===== src/rtl/core/bfba_pkg.sv =====
`default_nettype none
// ----------------------------------------------------------------------------
// bfba_pkg
// Shared types and constants of the best-fit block allocator: the beat
// formats of the request, response and internal command channels.
// ----------------------------------------------------------------------------
package bfba_pkg;

   // Number of block table entries
   localparam int TABLE_DEPTH = 64;

   // Fixed field widths of the external beats
   localparam int COUNT_W = 7;
   localparam int IDX_W   = 6;
   localparam int SIZE_W  = 32;

   // Table address width and width of a count that can hold TABLE_DEPTH itself
   localparam int ADDR_W = (TABLE_DEPTH > 1) ? $clog2(TABLE_DEPTH) : 1;
   localparam int SPAN_W = $clog2(TABLE_DEPTH + 1);

   // Command queue between the front and the back
   localparam int QUEUE_DEPTH = 4;
   localparam int QPTR_W      = $clog2(QUEUE_DEPTH);
   localparam int QCNT_W      = $clog2(QUEUE_DEPTH + 1);

   typedef enum logic {
      OP_LOAD  = 1'b0,
      OP_ALLOC = 1'b1
   } op_type;

   typedef struct packed {
      op_type              op;
      logic [IDX_W-1:0]    load_index;
      logic [SIZE_W-1:0]   size_value;
   } req_type;

   typedef struct packed {
      logic                granted;
      logic [IDX_W-1:0]    chosen_index;
      logic [SIZE_W-1:0]   chosen_size;
   } rsp_type;

   typedef struct packed {
      op_type              op;
      logic [ADDR_W-1:0]   addr;
      logic [SIZE_W-1:0]   size;
   } cmd_type;

   typedef struct packed {
      logic                full;
      logic                empty;
   } queue_status_type;

endpackage
`default_nettype wire


===== src/rtl/core/bfba_front.sv =====
`default_nettype none
// ----------------------------------------------------------------------------
// bfba_front
// Request stage: registers each request beat, drops loads aimed beyond the
// table and passes the rest as commands to the queue.
// ----------------------------------------------------------------------------
module bfba_front
   import bfba_pkg::*;
(
   input  wire logic             clock,
   input  wire logic             reset,
   input  wire logic             req_valid,
   output      logic             req_stall,
   input  wire req_type          req_payload,
   input  wire queue_status_type q_status,
   output      logic             push_valid,
   output      cmd_type          push_cmd
);

   logic    hold_valid_ff, hold_valid_in;
   logic    keep_ff, keep_in;
   cmd_type cmd_ff, cmd_in;
   logic    drain;
   logic    take;

   // A held command leaves when it is dropped or when the queue has room
   assign drain     = hold_valid_ff && (!keep_ff || !q_status.full);
   assign req_stall = hold_valid_ff && !drain;
   assign take      = req_valid && !req_stall;

   assign push_valid = hold_valid_ff && keep_ff && !q_status.full;
   assign push_cmd   = cmd_ff;

   always_comb begin
      hold_valid_in = take ? 1'b1 : (hold_valid_ff && !drain);
      keep_in       = (req_payload.op == OP_ALLOC) ||
                      (int'(req_payload.load_index) < TABLE_DEPTH);
      cmd_in.op     = req_payload.op;
      cmd_in.addr   = ADDR_W'(req_payload.load_index);
      cmd_in.size   = req_payload.size_value;
   end

   always_ff @(posedge clock) begin
      if (reset) begin
         hold_valid_ff <= 1'b0;
      end else begin
         hold_valid_ff <= hold_valid_in;
      end
      if (take) begin
         keep_ff <= keep_in;
         cmd_ff  <= cmd_in;
      end
   end

endmodule
`default_nettype wire


===== src/rtl/core/bfba_queue.sv =====
`default_nettype none
// ----------------------------------------------------------------------------
// bfba_queue
// Short show-ahead command queue that decouples the front from the back.
// ----------------------------------------------------------------------------
module bfba_queue
   import bfba_pkg::*;
(
   input  wire logic             clock,
   input  wire logic             reset,
   input  wire logic             push_valid,
   input  wire cmd_type          push_cmd,
   input  wire logic             pop,
   output      cmd_type          head_cmd,
   output      queue_status_type q_status
);

   cmd_type            slot_ff [QUEUE_DEPTH];
   logic [QPTR_W-1:0]  wr_ptr_ff, wr_ptr_in;
   logic [QPTR_W-1:0]  rd_ptr_ff, rd_ptr_in;
   logic [QCNT_W-1:0]  count_ff, count_in;
   logic               do_push;
   logic               do_pop;

   assign q_status.full  = (int'(count_ff) == QUEUE_DEPTH);
   assign q_status.empty = (count_ff == '0);
   assign do_push  = push_valid && !q_status.full;
   assign do_pop   = pop && !q_status.empty;
   assign head_cmd = slot_ff[rd_ptr_ff];

   always_comb begin
      wr_ptr_in = do_push ? QPTR_W'(int'(wr_ptr_ff) + 1) : wr_ptr_ff;
      rd_ptr_in = do_pop  ? QPTR_W'(int'(rd_ptr_ff) + 1) : rd_ptr_ff;
      count_in  = QCNT_W'(int'(count_ff) + int'(do_push) - int'(do_pop));
   end

   always_ff @(posedge clock) begin
      if (reset) begin
         wr_ptr_ff <= '0;
         rd_ptr_ff <= '0;
         count_ff  <= '0;
      end else begin
         wr_ptr_ff <= wr_ptr_in;
         rd_ptr_ff <= rd_ptr_in;
         count_ff  <= count_in;
      end
      if (do_push) begin
         slot_ff[wr_ptr_ff] <= push_cmd;
      end
   end

endmodule
`default_nettype wire


===== src/rtl/core/bfba_back.sv =====
`default_nettype none
// ----------------------------------------------------------------------------
// bfba_back
// Executes commands: loads write the size memory and free the entry,
// allocates scan the table one entry a cycle for the best fit.
// ----------------------------------------------------------------------------
module bfba_back
   import bfba_pkg::*;
(
   input  wire logic                clock,
   input  wire logic                reset,
   input  wire logic [COUNT_W-1:0]  block_count,
   input  wire cmd_type             head_cmd,
   input  wire queue_status_type    q_status,
   output      logic                pop,
   output      logic                rsp_valid,
   input  wire logic                rsp_stall,
   output      rsp_type             rsp_payload
);

   typedef enum logic [1:0] {
      ST_IDLE,
      ST_SCAN,
      ST_FINISH
   } state_type;

   state_type           state_ff;
   logic [SIZE_W-1:0]   size_mem [TABLE_DEPTH];
   logic [SIZE_W-1:0]   rd_size_ff;
   logic [TABLE_DEPTH-1:0] taken_ff;

   logic [SPAN_W-1:0]   span_ff;
   logic [SPAN_W-1:0]   ptr_ff;
   logic [SIZE_W-1:0]   want_ff;
   logic                cmp_valid_ff;
   logic                cmp_taken_ff;
   logic [ADDR_W-1:0]   cmp_addr_ff;
   logic                found_ff;
   logic [ADDR_W-1:0]   best_addr_ff;
   logic [SIZE_W-1:0]   best_size_ff;
   logic                rsp_valid_ff;
   rsp_type             rsp_payload_ff;

   logic                mem_we;
   logic [ADDR_W-1:0]   rd_addr;
   logic                issue;
   logic                fits;
   logic                better;
   logic                out_free;
   logic [SPAN_W-1:0]   span_in;

   assign pop      = (state_ff == ST_IDLE) && !q_status.empty;
   assign mem_we   = pop && (head_cmd.op == OP_LOAD);
   assign rd_addr  = ptr_ff[ADDR_W-1:0];
   assign issue    = (state_ff == ST_SCAN) && (ptr_ff < span_ff);
   assign fits     = cmp_valid_ff && !cmp_taken_ff && (rd_size_ff >= want_ff);
   assign better   = fits && (!found_ff || (rd_size_ff < best_size_ff));
   assign out_free = !rsp_valid_ff || !rsp_stall;
   assign span_in  = (int'(block_count) > TABLE_DEPTH) ? SPAN_W'(TABLE_DEPTH)
                                                       : SPAN_W'(block_count);

   assign rsp_valid   = rsp_valid_ff;
   assign rsp_payload = rsp_payload_ff;

   // Size memory: one write port, one registered read port
   always_ff @(posedge clock) begin
      if (mem_we) begin
         size_mem[head_cmd.addr] <= head_cmd.size;
      end
      rd_size_ff <= size_mem[rd_addr];
   end

   always_ff @(posedge clock) begin
      if (reset) begin
         state_ff     <= ST_IDLE;
         taken_ff     <= '0;
         cmp_valid_ff <= 1'b0;
         rsp_valid_ff <= 1'b0;
      end else begin
         // Raise a new result beat, or drop one the receiver has taken
         if ((state_ff == ST_FINISH) && out_free) begin
            rsp_valid_ff <= 1'b1;
         end else if (!rsp_stall) begin
            rsp_valid_ff <= 1'b0;
         end
         cmp_valid_ff <= issue;
         unique case (state_ff)
            ST_IDLE: begin
               if (pop) begin
                  if (head_cmd.op == OP_LOAD) begin
                     taken_ff[head_cmd.addr] <= 1'b0;
                  end else begin
                     state_ff <= ST_SCAN;
                  end
               end
            end
            ST_SCAN: begin
               if (!issue && !cmp_valid_ff) begin
                  state_ff <= ST_FINISH;
               end
            end
            ST_FINISH: begin
               if (out_free) begin
                  if (found_ff) begin
                     taken_ff[best_addr_ff] <= 1'b1;
                  end
                  state_ff <= ST_IDLE;
               end
            end
            default: begin
               state_ff <= ST_IDLE;
            end
         endcase
      end

      // Datapath registers
      if (pop) begin
         span_ff  <= span_in;
         want_ff  <= head_cmd.size;
         ptr_ff   <= '0;
         found_ff <= 1'b0;
      end else begin
         if (issue) begin
            ptr_ff <= SPAN_W'(int'(ptr_ff) + 1);
         end
         if (better) begin
            found_ff     <= 1'b1;
            best_addr_ff <= cmp_addr_ff;
            best_size_ff <= rd_size_ff;
         end
      end
      cmp_taken_ff <= taken_ff[rd_addr];
      cmp_addr_ff  <= rd_addr;
      if ((state_ff == ST_FINISH) && out_free) begin
         rsp_payload_ff.granted      <= found_ff;
         rsp_payload_ff.chosen_index <= found_ff ? IDX_W'(best_addr_ff) : '0;
         rsp_payload_ff.chosen_size  <= found_ff ? best_size_ff : '0;
      end
   end

endmodule
`default_nettype wire


===== src/rtl/core/best_fit_block_allocator_core.sv =====
`default_nettype none
// A load takes effect when the back pops it from the queue and writes the
//   size memory; an allocate is answered once the back has scanned span
//   entries, span being block_count capped at the table depth.
// Throughput: one load a cycle while the queue has room; one allocate at a
//   time, its scan set by the single read port of the size memory.
// Reset: synchronous, active high; clears marks, block_count, queue and valids.
// ----------------------------------------------------------------------------
// best_fit_block_allocator_core
// Best-fit allocator over a table of block sizes, with a decoupled front
// (request register and classification) and back (memory and scan engine).
// ----------------------------------------------------------------------------
module best_fit_block_allocator_core
   import bfba_pkg::*;
(
   input  wire logic                clock,
   input  wire logic                reset,
   // request channel
   input  wire logic                req_valid,
   output      logic                req_stall,
   input  wire req_type             req_payload,
   // response channel
   output      logic                rsp_valid,
   input  wire logic                rsp_stall,
   output      rsp_type             rsp_payload,
   // block_count register write port
   input  wire logic                csr_valid,
   output      logic                csr_ready,
   input  wire logic [COUNT_W-1:0]  csr_block_count
);

   logic [COUNT_W-1:0] block_count_ff;
   logic               push_valid;
   cmd_type            push_cmd;
   cmd_type            head_cmd;
   queue_status_type   q_status;
   logic               pop;

   // User changes register only while idle; not enforced, every write taken
   assign csr_ready = 1'b1;

   always_ff @(posedge clock) begin
      if (reset) begin
         block_count_ff <= '0;
      end else if (csr_valid && csr_ready) begin
         block_count_ff <= csr_block_count;
      end
   end

   // Front: hold the request beat, drop out-of-table loads, push commands
   bfba_front u_front (
      .clock       (clock),
      .reset       (reset),
      .req_valid   (req_valid),
      .req_stall   (req_stall),
      .req_payload (req_payload),
      .q_status    (q_status),
      .push_valid  (push_valid),
      .push_cmd    (push_cmd)
   );

   // Queue: lets the front keep taking loads while the back scans
   bfba_queue u_queue (
      .clock      (clock),
      .reset      (reset),
      .push_valid (push_valid),
      .push_cmd   (push_cmd),
      .pop        (pop),
      .head_cmd   (head_cmd),
      .q_status   (q_status)
   );

   // Back: execute loads and best-fit scans; result beat held in a register
   bfba_back u_back (
      .clock       (clock),
      .reset       (reset),
      .block_count (block_count_ff),
      .head_cmd    (head_cmd),
      .q_status    (q_status),
      .pop         (pop),
      .rsp_valid   (rsp_valid),
      .rsp_stall   (rsp_stall),
      .rsp_payload (rsp_payload)
   );

endmodule
`default_nettype wire


===== config.mk =====
export PLATFORM = sky130hd
export DESIGN_NAME = best_fit_block_allocator_core
export DESIGN_NICKNAME = d
export VERILOG_FILES = /design/src/rtl/core/bfba_pkg.sv /design/src/rtl/core/bfba_front.sv /design/src/rtl/core/bfba_queue.sv /design/src/rtl/core/bfba_back.sv /design/src/rtl/core/best_fit_block_allocator_core.sv
export SDC_FILE = /design/constraint.sdc
export NUM_CORES = 2
export LEC_CHECK = 0
export BUFFER_PORTS_ARGS = -buffer_cell sky130_fd_sc_hd__buf_4
export CAP_MARGIN = 10
export CORE_ASPECT_RATIO = 2
export CORE_MARGIN = 2
export CORE_UTILIZATION = 40
export DETAILED_ROUTE_END_ITERATION = 8
export PLACE_DENSITY = 0.6
export SYNTH_ARGS = -nofsm -noshare
export SYNTH_HDL_FRONTEND = slang
export SYNTH_SLANG_ARGS = --single-unit

===== constraint.sdc =====
create_clock -name clock -period 7.3 [get_ports clock]
set_clock_uncertainty 0.05 [all_clocks]
set_input_delay 0.73 -clock clock [delete_from_list [all_inputs] [get_ports clock]]
set_output_delay 0.73 -clock clock [all_outputs]
set_load 0.005 [all_outputs]

==> results.yml <==
timing:
  fin_setup_tns_ps: 0
  maxSlewViolCount: 0
  fmax_ghz: 0.2127
  min_period_ps: 4702
  maxSlewHeadroom_pct: 10.76
  rsz0062_at_grt: "false"
  worst_pin_slew_ps: 1339
  fin_crit_sh_pct: 64.42
  final-setup-viol-count: 0
  finalHoldViolations: 0
synth:
  yosysWarnings: 0
  synth_seq_cells: 2491
  ys_seq_area_share_pct: 77.26
  syn_inst: 4459
  ys.flop_type: "edfxtp_1"
  avgSynthCellArea_um2: 21.33
  netlist_area_um2: 95100
  ys_async_sr_fraction_pct: 0
  ys_types: 66
  syn_nets: 4587
  synth_edf_count: 2359
global_route:
  grt_use_met3_pct: 3.852
  grt_antenna_before_repair: 28
  overflow: 0
  met2_usage_pct: 34.37
  busiest_layer: "met2"
  grt_use_met1_pct: 28.75
  grt_pass1_vias: 46900
  grt_max_degree: 120
  grt_usage_pct: 21.73
  grt_pass1_wl_mm: 368.8
pwr:
  power_frac_clock_pct: 32.2
  power.internal_uw: 26710
  p_sw_uw: 10640
  p_comb_share_pct: 18.9
  ir_worst_vdd_mv: 0.3418
  p_leak_uw: 0.03334
  p_seq_share_pct: 48.9
  p_sw_share_pct: 28.49
  power.density_nw_per_um2: 345.1
  fin_total_pwr_uw: 37350
worst_setup_path:
  cpMaxStageDelayCell: "buf_4"
  worst_path_largest_cell_delay_ps: 750
  cp_cell_sequence: "buf_12 -> buf_4 -> mux4_2 -> a22oi_1 -> nand3_1 -> and3_1"
  crit_type: "reg2reg"
  cp-end-kind: "flip-flop"
  setup.worst_path.start_class: "flip-flop"
  worst_ep_required_time_ps: 8020
  cp.arrival_ps: 5430
  r2r_slack_ps: 2600
  crit_fanout: 71
clock_tree:
  htree_levels: 4
  ctsResizeCount: 0
  clk_pin_slew_ps: 80
  cts_root_buffer: "clkbuf_16"
  cts_sinks: 2491
  post-cts-setup-buffer-count: 0
  clockBufferDepth: 4
  cts_buffers: 229
  clk_latency_ps: 920
  cts_tree: "built"
cells_and_area:
  layout_commonest_cell: "edfxtp_1"
  final_cell_area_um2: 108200
  drive_gt1_share_pct: 24.96
  area_growth_pct: 13.77
  final_core_util_pct: 45.70
  nNetsFinal: 4866
  final_cell_mix: "edfxtp_1, mux4_2, clkbuf_16"
  instances_no_fill: 8039
floorplan:
  rows: 253
  dieHeight_um: 693.6
  coreArea_um2: 236800
  fp.dieArea_um2: 241900
  io_pins: 93
  start_util_pct: 40.17
  dieWidth_um: 348.8
routing:
  via_per_inst: 5.904
  vias: 47460
  drt_iter0_markers: 6137
  drtAntennaViolNets: 0
  drc_errors: 0
  drt-total-wl_mm: 265.2
  first_pass_iters: 6
  wl_per_cell_um: 32.99
placed_design:
  post-place-cells: 7524
  port_buffers: 91
  placed_area_um2: 100200
  place.gp.congestion: 0.9775
  hpwlAfterDp_mm: 158.8
hold_path:
  hp-class: "in2reg"
flow_run:
  maxCapViolCount: 0
status:
  status: "finished clean"
state kept, by name, indices dropped and copies added, names as in the netlist, 7 cells and up, named ones only:
signal               count
u_front.push_cmd        39
u_back.rd_size_ff       32
u_queue.slot_ff        156
u_back.span_ff           7
u_back.size_mem       2048
u_back.taken_ff         64
u_back.rsp_payload      39
u_back.want_ff          32
u_back.ptr_ff            7
u_back.best_size_ff     32
block_count_ff           7
worst max-delay path, delay by kind of cell (launching register included):
| kind | cells | cell delay (ps) |
|---|---|---|
| AOI/OAI and AO/OA | 1 | 620 |
| buffers and inverters | 2 | 1220 |
| DFF | 1 | 700 |
| muxes | 1 | 600 |
| and+or+nand+nor | 2 | 1170 |
power groups by stage:
stage | sequential [uW] | combinational [uW] | clock (uW)
5_1_grt | 18300 | 7420 | 12700
6_report | 18300 | 7040 | 12000
3_5_place_dp | 18600 | 7080 | 0
2_1_floorplan | 18300 | 3910 | 0
4_1_cts | 18200 | 7110 | 12200
3_3_place_gp | 18500 | 6900 | 0
path summary, 6_finish.rpt:
path / startpoint / cells past startpoint / end
setup / recovery: u_back.ptr_ff[0] / 6 / u_back.rd_size_ff[2]
setup reg to reg: u_back.ptr_ff[0] / 6 / u_back.rd_size_ff[2]
hold / removal: req_valid / 3 / u_front.hold_valid_ff
hold reg to reg: u_back.cmp_addr_ff[5] / 0 / u_back.best_addr_ff[5]
layout make-up:
cell class / instances / area, um2
Antenna cell: 51 / 127.6
Clock inverter: 137 / 1359
Multi-Input combinational cell: 1659 / 20600
Sequential cell: 2491 / 73500
Inverter: 80 / 300.3
Timing Repair Buffer: 277 / 2382
Fill cell: 19650 / 128600
Tap cell: 3060 / 3829
Clock buffer: 284 / 6102
synth_stat cells (all sizes together), types with 56 or more instances:
master / count / area [um2]
a211oi: 56 / 420.4
a21oi: 121 / 613.1
a22oi: 95 / 713.2
buf: 165 / 1047
clkbuf: 64 / 241.5
dfxtp: 132 / 2643
edfxtp: 2359 / 70840
ha: 76 / 950.9
inv: 80 / 300.3
mux2i: 122 / 1221
mux4: 549 / 12360
nand2: 63 / 244.0
nor2: 146 / 548.0
through the flow:
stage	hold slack (ps)	setup WS [ps]
after floorplan	304.0	2154
final	50.00	2598
after detailed placement	338.7	2808
after global routing	51.89	2482
after global placement	336.9	2844
after CTS	7.789	2817
metal layers:
layer	vias up	wire (um)
met2	2368	126200
met3	529	21280
met4	6	15970
met5	-	170
li1	19230	-
met1	25330	101600
cell families after synthesis:
kind of cell,after synthesis,share of synthesized area (%)
compound gates,454,3.348
mux,671,14.28
flops,2491,77.26
xor+xnor,7,0.06447
fa+ha+maj,77,1.021
buf+inv,309,1.671
simple gates,449,2.344
other cells,1,0.003943
repair_timing:
item                                    4_1_cts  5_1_grt
endpoints found under the setup margin        0        0
hold buffers                                 39        0
hold endpoints to repair                     39        0
Power figures use the tool's default switching activity.
